**src/qtr_pkg.sv**
```systemverilog
// Package for the quadtree raster fill block: item kinds, register map,
// reset values and the cursor command struct. No dependencies.
`default_nettype none

package qtr_pkg;

    localparam int GRID_SIDE_DEF = 128;

    localparam int KIND_W  = 2;
    localparam int DIGIT_W = 2;
    localparam int PIX_W   = 7;
    localparam int CFG_W   = 8;

    localparam int APB_AW = 3;
    localparam int APB_DW = 32;

    localparam logic [CFG_W-1:0] CFG_RESET = 8'd128;

    localparam logic CFG_IDX_ROWS = 1'b0;
    localparam logic CFG_IDX_COLS = 1'b1;

    typedef enum logic [KIND_W-1:0] {
        KIND_DIGIT = 2'd0,
        KIND_FILL  = 2'd1,
        KIND_READ  = 2'd2,
        KIND_CLEAR = 2'd3
    } t_kind;

    typedef struct packed {
        logic               step;
        logic [DIGIT_W-1:0] digit;
        logic               restart;
    } t_cur_cmd;

endpackage

`default_nettype wire

```
**src/qtr_cursor.sv**
```systemverilog
// Configuration registers on the APB port and the quadtree cursor block.
// Depends on qtr_pkg.
`default_nettype none

module qtr_cursor
    import qtr_pkg::*;
#(
    parameter int GRID_SIDE = GRID_SIDE_DEF,
    localparam int SIDE_W  = $clog2(GRID_SIDE + 1),
    localparam int COORD_W = $clog2(GRID_SIDE)
) (
    input  wire logic                i_clk,
    input  wire logic                i_rst_n,
    input  wire logic                psel,
    input  wire logic                penable,
    input  wire logic                pwrite,
    input  wire logic [APB_AW-1:0]   paddr,
    input  wire logic [APB_DW-1:0]   pwdata,
    output logic      [APB_DW-1:0]   prdata,
    output logic                     pready,
    input  wire t_cur_cmd            i_cmd,
    output logic      [COORD_W-1:0]  o_cur_row,
    output logic      [COORD_W-1:0]  o_cur_col,
    output logic      [SIDE_W-1:0]   o_bsize
);
    localparam int SIDE_MAX = 1 << ($clog2(GRID_SIDE + 1) - 1);

    logic [CFG_W-1:0]   r_rows, r_cols, n_rows, n_cols;
    logic [COORD_W-1:0] r_cur_row, r_cur_col;
    logic [SIDE_W-1:0]  r_bsize, w_half;
    logic               w_wr, w_idx;

    function automatic logic [SIDE_W-1:0] f_side(input logic [CFG_W-1:0] a,
                                                 input logic [CFG_W-1:0] b);
        int need;
        int res;
        need = (a > b) ? int'(a) : int'(b);
        if (need < 1) need = 1;
        if (need > GRID_SIDE) need = GRID_SIDE;
        res = SIDE_MAX;
        for (int k = SIDE_W - 1; k >= 0; k--) begin
            if ((1 << k) >= need && (1 << k) <= SIDE_MAX) res = 1 << k;
        end
        return SIDE_W'(res);
    endfunction

    assign pready = 1'b1;
    assign w_idx  = paddr[2];
    assign w_wr   = psel & penable & pwrite;
    assign prdata = (w_idx == CFG_IDX_COLS) ? APB_DW'(r_cols) : APB_DW'(r_rows);
    assign n_rows = (w_wr && w_idx == CFG_IDX_ROWS) ? pwdata[CFG_W-1:0] : r_rows;
    assign n_cols = (w_wr && w_idx == CFG_IDX_COLS) ? pwdata[CFG_W-1:0] : r_cols;
    assign w_half = r_bsize >> 1;

    always_ff @(posedge i_clk) begin
        if (!i_rst_n) begin
            r_rows    <= CFG_RESET;
            r_cols    <= CFG_RESET;
            r_cur_row <= '0;
            r_cur_col <= '0;
            r_bsize   <= f_side(CFG_RESET, CFG_RESET);
        end else begin
            r_rows <= n_rows;
            r_cols <= n_cols;
            if (w_wr || i_cmd.restart) begin
                r_cur_row <= '0;
                r_cur_col <= '0;
                r_bsize   <= f_side(n_rows, n_cols);
            end else if (i_cmd.step && r_bsize > SIDE_W'(1)) begin
                if (i_cmd.digit[1]) r_cur_row <= r_cur_row + COORD_W'(w_half);
                if (i_cmd.digit[0]) r_cur_col <= r_cur_col + COORD_W'(w_half);
                r_bsize <= w_half;
            end
        end
    end

    assign o_cur_row = r_cur_row;
    assign o_cur_col = r_cur_col;
    assign o_bsize   = r_bsize;

    a_bsize_pow2: assert property (@(posedge i_clk) disable iff (!i_rst_n)
        $onehot(r_bsize)) else $error("block size is not a power of two");

    a_cursor_in_grid: assert property (@(posedge i_clk) disable iff (!i_rst_n)
        (SIDE_W + 1)'(r_cur_row) + (SIDE_W + 1)'(r_bsize) <= (SIDE_W + 1)'(SIDE_MAX))
        else $error("cursor block leaves the grid");

    a_cfg_restart: assert property (@(posedge i_clk) disable iff (!i_rst_n)
        w_wr |=> (r_cur_row == '0 && r_cur_col == '0))
        else $error("cursor not returned to the origin after a register write");
endmodule

`default_nettype wire

```
**config.mk**
```make
export PLATFORM = sky130hd
export DESIGN_NAME = qtr_cursor
export DESIGN_NICKNAME = d
export VERILOG_FILES = /design/src/qtr_pkg.sv /design/src/qtr_cursor.sv
export SDC_FILE = /design/constraint.sdc
export NUM_CORES = 1
export LEC_CHECK = 0
export CAP_MARGIN = 0
export CORE_ASPECT_RATIO = 2
export CORE_MARGIN = 4
export CORE_UTILIZATION = 45
export CTS_BUF_LIST = sky130_fd_sc_hd__clkbuf_8
export CTS_CLUSTER_DIAMETER = 80
export CTS_CLUSTER_SIZE = 24
export DETAILED_ROUTE_END_ITERATION = 8
export DONT_BUFFER_PORTS = 1
export GPL_TIMING_DRIVEN = 0
export PLACE_DENSITY = 0.61
export SYNTH_ARGS = -nofsm -noshare
export SYNTH_HDL_FRONTEND = slang
export SYNTH_SLANG_ARGS = --single-unit
```
**constraint.sdc**
```tcl
create_clock -name i_clk -period 8.77 [get_ports i_clk]
set_clock_uncertainty 0.05 [all_clocks]
set_input_delay 1.754 -clock i_clk [delete_from_list [all_inputs] [get_ports i_clk]]
set_output_delay 1.754 -clock i_clk [all_outputs]
set_load 0.01 [all_outputs]
```
==> impl_results.md, run 1 <==
- Mux share of post-synthesis cell area: 18.9%
- I/O pins: 99
- Ys async rst share: 0%
- Peak VDD IR: 0.000105 V
- PD cells: 128 mW/mm^2
- Wire per inst: 16.5 microns
- ANT nets after route: 0
- Distinct cells, synth: 57
- Port Buf Inserts: 0
- TritonCTS clock tree: built
- Critical path required time: 8.96 ns
- Hold crit path type: reg2reg
- Vias in the first global route: 2,697
- Placed wire-length estimate: 6550 microns
- DR vias/cell: 5.50
- Post-synth EDFFs: 0
- Global-route wire length before repair: 12,800 microns
- CP endpoint kind: flip-flop
- N_diodes: 0
- Rel. slew slack: 57.6%
- Clk pin slew, worst setup/hold paths: 0.08 ns
- Most numerous cell on the critical path: buf_6
- Synth Area in XOR/XNOR: 2.01%
- Gr usage total: 20.0%
- Final Hold Vio Count: 0
- RePlAce Congestion: 0.970
- Register area share after synthesis: 24.9%
- Post-Synth Simple-Gate Area: 17.5%
- Wl on met1: 2530 microns
- Count leader, synth: nor2_1
- Setup violators final: 0
- Fin crit period: 4.62 ns
- Final slew viol count: 0
- Clock Tree Buf Depth: 2
- Util after Layout: 50.8%
- Max-cap check violation count: 0
- Largest family of logic cells by synthesized area: multiplexers
- Area growth syn-to-layout: 10.0%
- Critical path launch point type: input pin
- Cts repair resizes: 0
- H-Tree Depth: 2
- Layout cells sized above 1: 16.5%
- Area share of the largest cell type after synthesis: 24.9%
- Status: completed
- Yosys top cell by area: dfxtp_1
- Final nets: 458
- Initial antenna violation count: 0
- Uppermost layer routed: met4
- TritonCTS Buffers: 5
- Core outline area: 0.00662 sq mm
- Syn avg cell area: 8.42 sq um
- Synth Flop Type: dfxtp_1
- Chip Height: 125 microns
- Gr ovfl total: 0
- F_max: 0.217 GHz
- Fin crit share: 52.6%
- Setup tns final: 0 ns
- CTS Root Cell: clkbuf_8
- DR iter-0 viols: 92
- FP Rows: 42
- Routed met2 length: 4680 microns
- Static leakage: 1.60 nW
- Top post-synthesis cells by area: dfxtp_1 25%, mux2i_1 8.8%, ha_1 7.8%, nor2_1 6.5%, buf_4 6.1%
- Postcts setup bufs: 0
- Multi-input gate area: 0.00205 sq mm
- Initial Util: 46.2%
- Clk sink count: 38
- CP Cell Sequence: buf_6 > nand4b_4 > buf_6 > mux2i_1 > inv_1 > ha_1 > a21oi_1 > o21ai_0 > o22ai_2 > buf_6 > buf_2 > a2111oi_1 > o21ai_1 > a21oi_1
- First-pass DRT Iterations: 5
- Placed cell area: 0.00325 sq mm
- Worst path max stage delay: 0.42 ns
- Worst-margin pin slew: 0.618 ns
- Routed wl met3: 414 microns
- Drt total wl: 7950 microns
- Die ar.: 0.00825 sq mm
- Fillers: 676
- Worst path slowest cell: mux2i_1
- Latest clock arrival within the worst-skew pair: 0.30 ns
- Largest net degree at the start of global routing: 12
- Warnings, synthesis: 0
- Hold slack: 0.490 ns
- CP max FO: 10
- Power Total: 0.432 mW
- Seq. cell area: 761 sq um
- Die width: 66.3 microns
- Arrival time of the worst setup path: 4.80 ns
- Vias: 2,653
- Adder-Cell Fraction of Synth Area: 9.09%
- RSZ-0062 raised after global routing: no
- Register bit total from synthesis: 38
- Fin area: 0.00336 sq mm
- Crit Path Category: in2reg
- Post-synthesis compound-gate area fraction: 16.4%
- Cts hold-fix bufs: 0
- Commonest cells post-synth: 53 x nor2_1, 38 x dfxtp_1, 27 x a21oi_1, 27 x mux2i_1, 25 x buf_4
- Syn Inst Count: 363
- Detailed-route DRC error count: 0
- Mapped Area: 0.00306 sq mm
routing by layer:
layer | track usage, % | vias to the layer above
met3 | 3.97 | 24
met5 | 0 | -
met2 | 40.0 | 80
li1 | - | 1301
met4 | 10.1 | 0
met1 | 17.0 | 1248
area by class of cell:
class / instances / area share [%]
flip-flops and latches: 38 / 22.6
inverters: 19 / 2.12
well taps: 88 / 3.27
clock buffers: 8 / 3.27
plain buffers: 37 / 7.85
multi-input cells: 292 / 60.9
worst max-delay path: cells and delay by family:
kind	cells	cell delay, ns
buf+inv	5	0.87
compound gates	6	1.20
simple gates	1	0.23
mux	1	0.42
fa+ha+maj	1	0.32
report_power, final:
part	switching, mW	total (mW)	internal [mW]
Sequential	0.00651	0.183	0.176
Combinational	0.0595	0.103	0.0439
Clock	0.0660	0.145	0.0795
registers in the layout, summed over array words and instances, names as in the netlist:
name	count
o_bsize	8
r_cols	8
o_cur_col	7
o_cur_row	7
r_rows	8
per-stage QoR:
stage,cells,setup slack [ns]
global route,482,3.97
CTS,482,4.17
global placement,474,3.93
floorplan,386,4.38
finish,482,4.15
detailed placement,474,3.85
cells by family (layout without fill, tap and decap cells):
family / Yosys count / count (layout)
buffers and inverters: 56 / 64
xor gates and xnor gates: 7 / 7
DFF: 38 / 38
and+or+nand+nor: 110 / 110
AOI/OAI and AO/OA: 80 / 80
muxes: 49 / 49
adders and majority gates: 21 / 21
other: 2 / 25
worst paths after layout:
path,start,end,slack [ns],cells after the start
setup / recovery,paddr[2],o_bsize[4]$_SDFFE_PN0P_,4.15,14
hold / removal,o_cur_row[6]$_SDFFE_PP0P_,o_cur_row[6]$_SDFFE_PP0P_,0.49,2
setup reg to reg,r_rows[5]$_SDFF_PN0_,o_bsize[4]$_SDFFE_PN0P_,5.98,11
hold reg to reg,o_cur_row[6]$_SDFFE_PP0P_,o_cur_row[6]$_SDFFE_PP0P_,0.49,2
cells in the final DEF (no fill, tap or decap), types with 4 or more instances in the layout:
cell type,netlist,final
o21ai_0,15,15
a21oi_1,27,27
nor2b_1,5,5
clkbuf_8,0,8
nor2_1,53,53
ha_1,19,19
conb_1,2,25
nand2b_1,4,4
a31oi_1,7,7
nand2_1,17,17
clkbuf_1,7,7
buf_6,4,4
mux2i_1,27,27
a21o_1,6,6
mux2i_4,4,4
dfxtp_1,38,38
inv_1,15,15
mux2_2,10,10
o21ai_1,5,5
nor3_1,9,9
nand3_1,4,4
buf_4,25,25
xnor2_1,5,5
Power figures use the tool's default switching activity.
==> inputs of run 2 (changes only) <==
ABC_AREA = 1   (was unset)
PLACE_DENSITY = 0.63   (was 0.61)
clock period = 3.75 ns   (was 8.77 ns; I/O delays follow)
==> impl_results.md, run 2 <==
- Clk pin slew, worst setup/hold paths: 0.08 ns (about the same)
- Worst path max stage delay: 0.29 ns (-0.13 ns)
- Clock Tree Buf Depth: 2 (unchanged)
- Post-synth EDFFs: 0 (unchanged)
- Mux share of post-synthesis cell area: 0.361% (-19 points)
- Syn avg cell area: 6.59 sq um (-22%)
- Setup violators final: 0 (unchanged)
- Port Buf Inserts: 0 (unchanged)
- Final WS setup: 0.351 ns (-3.80 ns)
- Register area share after synthesis: 27.4% (+2.5 points)
- Fin crit share: 90.6%
- Most frequent cells in the layout: 108 x nand2_1, 49 x inv_1, 38 x nor2_1, 38 x dfxtp_1, 33 x o21ai_0
- Internal: 0.676 mW (+130%)
- N_diodes: 0 (unchanged)
- Vias: 2,636 (-0.64%)
- Comb pwr share: 30.3% (+6.3 points)
- CP max FO: 10 (unchanged)
- Placed wire-length estimate: 5720 microns (-13%)
- Area share of the largest cell type after synthesis: 27.4% (+2.5 points)
- Core outline area: 0.00601 sq mm (-9.3%)
- Post-Layout Cell Count: 522 (+8.3%)
- First-pass DRT Iterations: 4 (-1)
- DP Worst Slack: -0.317 ns (-4.17 ns)
- Area growth syn-to-layout: 12.7%
- Placed cell count: 507 (+7.0%)
- Final slew viol count: 0 (unchanged)
- Mapped Area: 0.00278 sq mm (-9.2%)
- Top post-synthesis cells by area: dfxtp_1 27%, nand2_1 15%, ha_1 8.6%, buf_4 6.8%, o21ai_0 6.5%
- RSZ-0062 raised after global routing: no
- Wire per inst: 13.3 microns (-19%)
- F_max: 0.294 GHz
- TritonCTS Buffers: 5 (unchanged)
- Vias in the first global route: 2,628 (-2.6%)
- DR iter-0 viols: 61 (-34%)
- Post-synthesis compound-gate area fraction: 15.2% (-1.2 points)
- Syn Inst Count: 421 (+16%)
- Initial Util: 46.2% (about the same)
- Fin crit period: 3.40 ns
- Gr ovfl total: 0 (unchanged)
- Yosys top cell by area: dfxtp_1
- Most numerous cell on the critical path: nand2_1
- Chip Height: 119 microns (-4.4%)
- Post-Synth Simple-Gate Area: 30.8% (+13 points)
- Switching power total: 0.380 mW (+190%)
- Die ar.: 0.00756 sq mm (-8.4%)
- Final nets: 523 (+14%)
- Cts hold-fix bufs: 0 (unchanged)
- Max-cap check violation count: 0 (unchanged)
- Synth Area in XOR/XNOR: 1.26% (-0.74 points)
- Worst path slowest cell: ha_1
- Ys async rst share: 0% (unchanged)
- Critical path required time: 3.95 ns (-5.01 ns)
- Largest family of logic cells by synthesized area: simple AND/OR/NAND/NOR gates
- I/O pins: 99 (unchanged)
- Sw frac: 35.9% (+5.4 points)
- Latest clock arrival within the worst-skew pair: 0.30 ns (about the same)
- Rel. slew slack: 65.8% (+8.2 points)
- Final Hold Vio Count: 0 (unchanged)
- Setup tns final: 0 ns (unchanged)
- Clk network pwr share: 27.8% (-5.9 points)
- RePlAce Congestion: 0.842 (-13%)
- Worst-margin pin slew: 0.513 ns (-0.105 ns)
- Fraction of power consumed by sequential logic: 41.8% (-0.5 points)
- Peak VDD IR: 0.000181 V (+71%)
- Crit Path Category: in2reg
- FP Rows: 40 (-4.8%)
- Hold crit path type: reg2reg
- H-Tree Depth: 2 (unchanged)
- Top delay family on crit path: simple AND/OR/NAND/NOR gates
- Global-route wire length before repair: 11,700 microns (-8.3%)
- Clk sink count: 38 (unchanged)
- Register bit total from synthesis: 38 (unchanged)
- PD cells: 338 mW/mm^2 (+160%)
- CTS Root Cell: clkbuf_8
- Initial antenna violation count: 0 (unchanged)
- Layout cells sized above 1: 15.3% (-1.2 points)
- Commonest cells post-synth: 109 x nand2_1, 48 x inv_1, 40 x nor2_1, 38 x dfxtp_1, 36 x o21ai_0
- CP endpoint kind: flip-flop
- Static leakage: 1.55 nW (-2.9%)
- Critical path launch point type: input pin
- Die width: 63.5 microns (-4.1%)
- Adder-Cell Fraction of Synth Area: 10.0% (+0.92 points)
- TritonCTS clock tree: built
- Warnings, synthesis: 0 (unchanged)
- Distinct cells, synth: 37 (-35%)
- Arrival time of the worst setup path: 3.60 ns (-1.20 ns)
- Worst path bufs/invs: 4 (-1)
- CP Cell Sequence: inv_2 > nand2_2 > clkbuf_4 > o21ai_0 > ha_1 > nand2_1 > nor2_1 > a211oi_2 > nand2_4 > nand2_8 > nand2_1 > o21ai_4 > inv_2 > or2_4 > nor2_4 > nand2_1 > nand2_1 > o21ai_1 > nand2_1 > o211ai_1 > inv_2
- Largest net degree at the start of global routing: 12 (unchanged)
- ANT nets after route: 0 (unchanged)
- Commonest non-fill, non-tap cell in the layout: nand2_1
- Detailed-route DRC error count: 0 (unchanged)
- Status: completed
- DR vias/cell: 5.05 (-8.3%)
- Synth Flop Type: dfxtp_1
- Gr usage total: 19.5% (-0.41 points)
- Count leader, synth: nand2_1
- Drt total wl: 6960 microns (-12%)
[run 2: cell count changes after synthesis, sizes merged, moves of 6 or more]
cell and change:
a31oi -7, nand2 +96, inv +34, nor2 -8
mux2i -33, a21o -6, o21ai +20, nand3 +19
nor3 -8, mux2 -15
[run 2: cells by family after synthesis]
family | after synthesis
simple gates | 194
xor+xnor | 4
other cells | 2
flops | 38
buf+inv | 83
fa+ha+maj | 21
compound gates | 78
mux | 1
[run 2: cell type report]
cell class,count,area [sq um]
clock buffer,6,82.6
clock inverter,2,8.76
inverter,54,203
sequential,38,761
timing repair buffer,7,52.6
fill,635,2880
tap,63,78.8
multi-input combinational,323,1730
buffer,29,208
[run 2: repair_timing]
| action | CTS | global route |
|---|---|---|
| pin swaps | 0 | 4 |
| resized for setup | 1 | 14 |
| endpoints found under the setup margin | 1 | 8 |
| buffers inserted | 0 | 7 |
[run 2: tightest hold or removal path, stage by stage, from the launching register on]
cell and delay, ns:
dfxtp_1 0.35, inv_1 0.08, a21oi_1 0.05
[run 2: final timing paths]
| check | slack [ns] | start | end | depth (start not counted) |
|---|---|---|---|---|
| worst min register to register | 0.47 | o_cur_row[6]$_SDFFE_PP0P_ | o_cur_row[6]$_SDFFE_PP0P_ | 2 |
| worst max-delay path | 0.35 | paddr[2] | o_bsize[0]$_SDFFE_PN0P_ | 21 |
| worst min-delay path | 0.47 | o_cur_row[6]$_SDFFE_PP0P_ | o_cur_row[6]$_SDFFE_PP0P_ | 2 |
| worst max register to register | 0.81 | r_cols[6]$_SDFF_PN0_ | o_bsize[0]$_SDFFE_PN0P_ | 19 |
[run 2: power groups by stage]
| stage | sequential (mW) | clock, mW | combinational, mW |
|---|---|---|---|
| 2_1_floorplan | 0.443 | 0 | 0.243 |
| 4_1_cts | 0.442 | 0.304 | 0.298 |
| 5_1_grt | 0.445 | 0.321 | 0.367 |
| 6_report | 0.442 | 0.294 | 0.320 |
| 3_5_place_dp | 0.451 | 0 | 0.296 |
| 3_3_place_gp | 0.452 | 0 | 0.292 |
[run 2: stage by stage]
step / power [mW] / area [sq um] / util, % / hold slack (ns)
after floorplan: 0.686 / 2860 / - / 0.433
after global placement: 0.744 / 2940 / 49.0 / 0.465
after detailed placement: 0.747 / 2940 / 49.0 / 0.474
after CTS: 1.04 / 3030 / 50.5 / 0.487
after global routing: 1.13 / 3130 / 52.1 / 0.509
final: 1.06 / 3130 / 52.1 / 0.473
[run 2: layer usage]
metal	share of wire (%)	vias to the layer above	global-route usage [%]
li1	-	1377	-
met1	33	1183	16.8
met2	59	58	39.6
met3	4.3	18	4.53
met4	3.3	0	9.74
met5	0	-	0
==> inputs of run 3 (changes only) <==
ABC_AREA = unset   (was 1)
CORE_ASPECT_RATIO = 0.75   (was 2)
==> impl_results.md, run 3 (synthesis results as in run 1) <==
- Layout cells sized above 1: 17.7% (+2.5 points)
- Initial antenna violation count: 0 (unchanged)
- H-Tree Depth: 2 (unchanged)
- Largest net degree at the start of global routing: 13 (+1)
- RePlAce Congestion: 0.903 (+7.2%)
- Worst-margin pin slew: 0.604 ns (+0.0902 ns)
- Clk pin slew, worst setup/hold paths: 0.08 ns (about the same)
- Gr ovfl total: 0 (unchanged)
- Hold slack: 0.496 ns (+0.0237 ns)
- CP endpoint kind: flip-flop
- CP max FO: 10 (unchanged)
- DR iter-0 viols: 159 (+160%)
- Detailed-route DRC error count: 0 (unchanged)
- ANT nets after route: 0 (unchanged)
- First-pass DRT Iterations: 4 (unchanged)
- Vias in the first global route: 2,463 (-6.3%)
- N_diodes: 0 (unchanged)
- TritonCTS clock tree: built
- Cts hold-fix bufs: 0 (unchanged)
- CTS Root Cell: clkbuf_8
- Power Total: 1.02 mW (-3.1%)
- TritonCTS Buffers: 5 (unchanged)
- Fin area: 0.00340 sq mm (+8.6%)
- Most frequent cells in the layout: 53 x nor2_1, 38 x dfxtp_1, 27 x a21oi_1
- Fin crit share: 93.5% (+2.9 points)
- FP Rows: 25 (-38%)
- Peak VDD IR: 0.000164 V (-9.0%)
- Clock Tree Buf Depth: 2 (unchanged)
- DP Worst Slack: -0.121 ns (+0.196 ns)
- Commonest non-fill, non-tap cell in the layout: nor2_1
- Max-cap check violation count: 0 (unchanged)
- Setup violators final: 0 (unchanged)
- R2R setup slack: 1.00 ns (+0.19 ns)
- Global-route wire length before repair: 12,300 microns (+4.6%)
- Arrival time of the worst setup path: 3.69 ns (+0.09 ns)
- Status: completed
- Final nets: 459 (-12%)
- Critical path required time: 3.93 ns (-0.02 ns)
- Static leakage: 1.59 nW (+2.6%)
- DR vias/cell: 5.39 (+6.8%)
- Clk sink count: 38 (unchanged)
- Die ar.: 0.00819 sq mm (+8.3%)
- Die width: 103 microns (+62%)
- PD cells: 301 mW/mm^2 (-11%)
- Wire per inst: 15.5 microns (+16%)
- Vias: 2,566 (-2.7%)
- F_max: 0.285 GHz (-3.1%)
- Rel. slew slack: 59.3% (-6.5 points)
- Hold crit path type: reg2reg
- Port Buf Inserts: 0 (unchanged)
- I/O pins: 99 (unchanged)
- Critical path launch point type: input pin
- Crit Path Category: in2reg
- Area growth syn-to-layout: 11.1%
- Chip Height: 79.4 microns (-33%)
- Latest clock arrival within the worst-skew pair: 0.29 ns (about the same)
- Initial Util: 47.4% (+1.2 points)
- Drt total wl: 7370 microns (+5.9%)
- Gr usage total: 19.0% (-0.57 points)
- Fin crit period: 3.51 ns (+0.107 ns)
- Final slew viol count: 0 (unchanged)
- Placed wire-length estimate: 5900 microns (+3.1%)
- Core outline area: 0.00644 sq mm (+7.3%)
- Placed cell area: 0.00324 sq mm (+10%)
- Final Hold Vio Count: 0 (unchanged)
- Final WS setup: 0.244 ns (-0.107 ns)
-- run 3: power breakdown --
part	switching, mW	internal, mW
registers	0.0160	0.412
clock network	0.152	0.196
logic	0.141	0.106
-- run 3: final cells by class --
class,instances,area [sq um]
buffer,37,264
fill,626,3050
multi-input combinational,292,2080
sequential,38,761
inverter,19,71.3
tap,81,101
clock buffer,5,68.8
clock inverter,3,40.0
timing repair buffer,1,7.51
-- run 3: critical path, stage by stage --
cell	delay, ns
buf_6	0.14
nand4b_4	0.21
buf_6	0.24
mux2i_2	0.39
inv_1	0.08
ha_1	0.31
nand4_1	0.24
a31oi_2	0.24
o22ai_2	0.11
buf_6	0.17
buf_2	0.19
a2111oi_1	0.35
o21ai_1	0.13
a21oi_1	0.13
-- run 3: final timing paths --
| check | from | to | cells past startpoint |
|---|---|---|---|
| setup / recovery | paddr[2] | o_bsize[4]$_SDFFE_PN0P_ | 14 |
| hold / removal | o_cur_col[6]$_SDFFE_PP0P_ | o_cur_col[6]$_SDFFE_PP0P_ | 2 |
| setup reg to reg | r_cols[7]$_SDFF_PN1_ | o_bsize[4]$_SDFFE_PN0P_ | 11 |
| hold reg to reg | o_cur_col[6]$_SDFFE_PP0P_ | o_cur_col[6]$_SDFFE_PP0P_ | 2 |
-- run 3: layer usage --
layer,share of wire (%),vias up,track usage (%)
li1,-,1310,-
met1,50,1182,28.6
met2,42,67,27.2
met3,6.7,7,4.89
met4,0.69,0,3.62
met5,0,-,0
-- run 3: through the flow --
stage          instances  utilization [%]  setup TNS (ns)
5_1_grt              476             52.7        -0.00594
2_1_floorplan        386                -               0
3_5_place_dp         467             50.3          -0.379
6_report             476             52.7               0
3_3_place_gp         467             50.3          -0.276
4_1_cts              475             52.0               0
-- run 3: what timing repair did --
item	in CTS	in global routing
gates resized for setup	0	7
setup endpoints to repair	0	6
buffers inserted	0	1
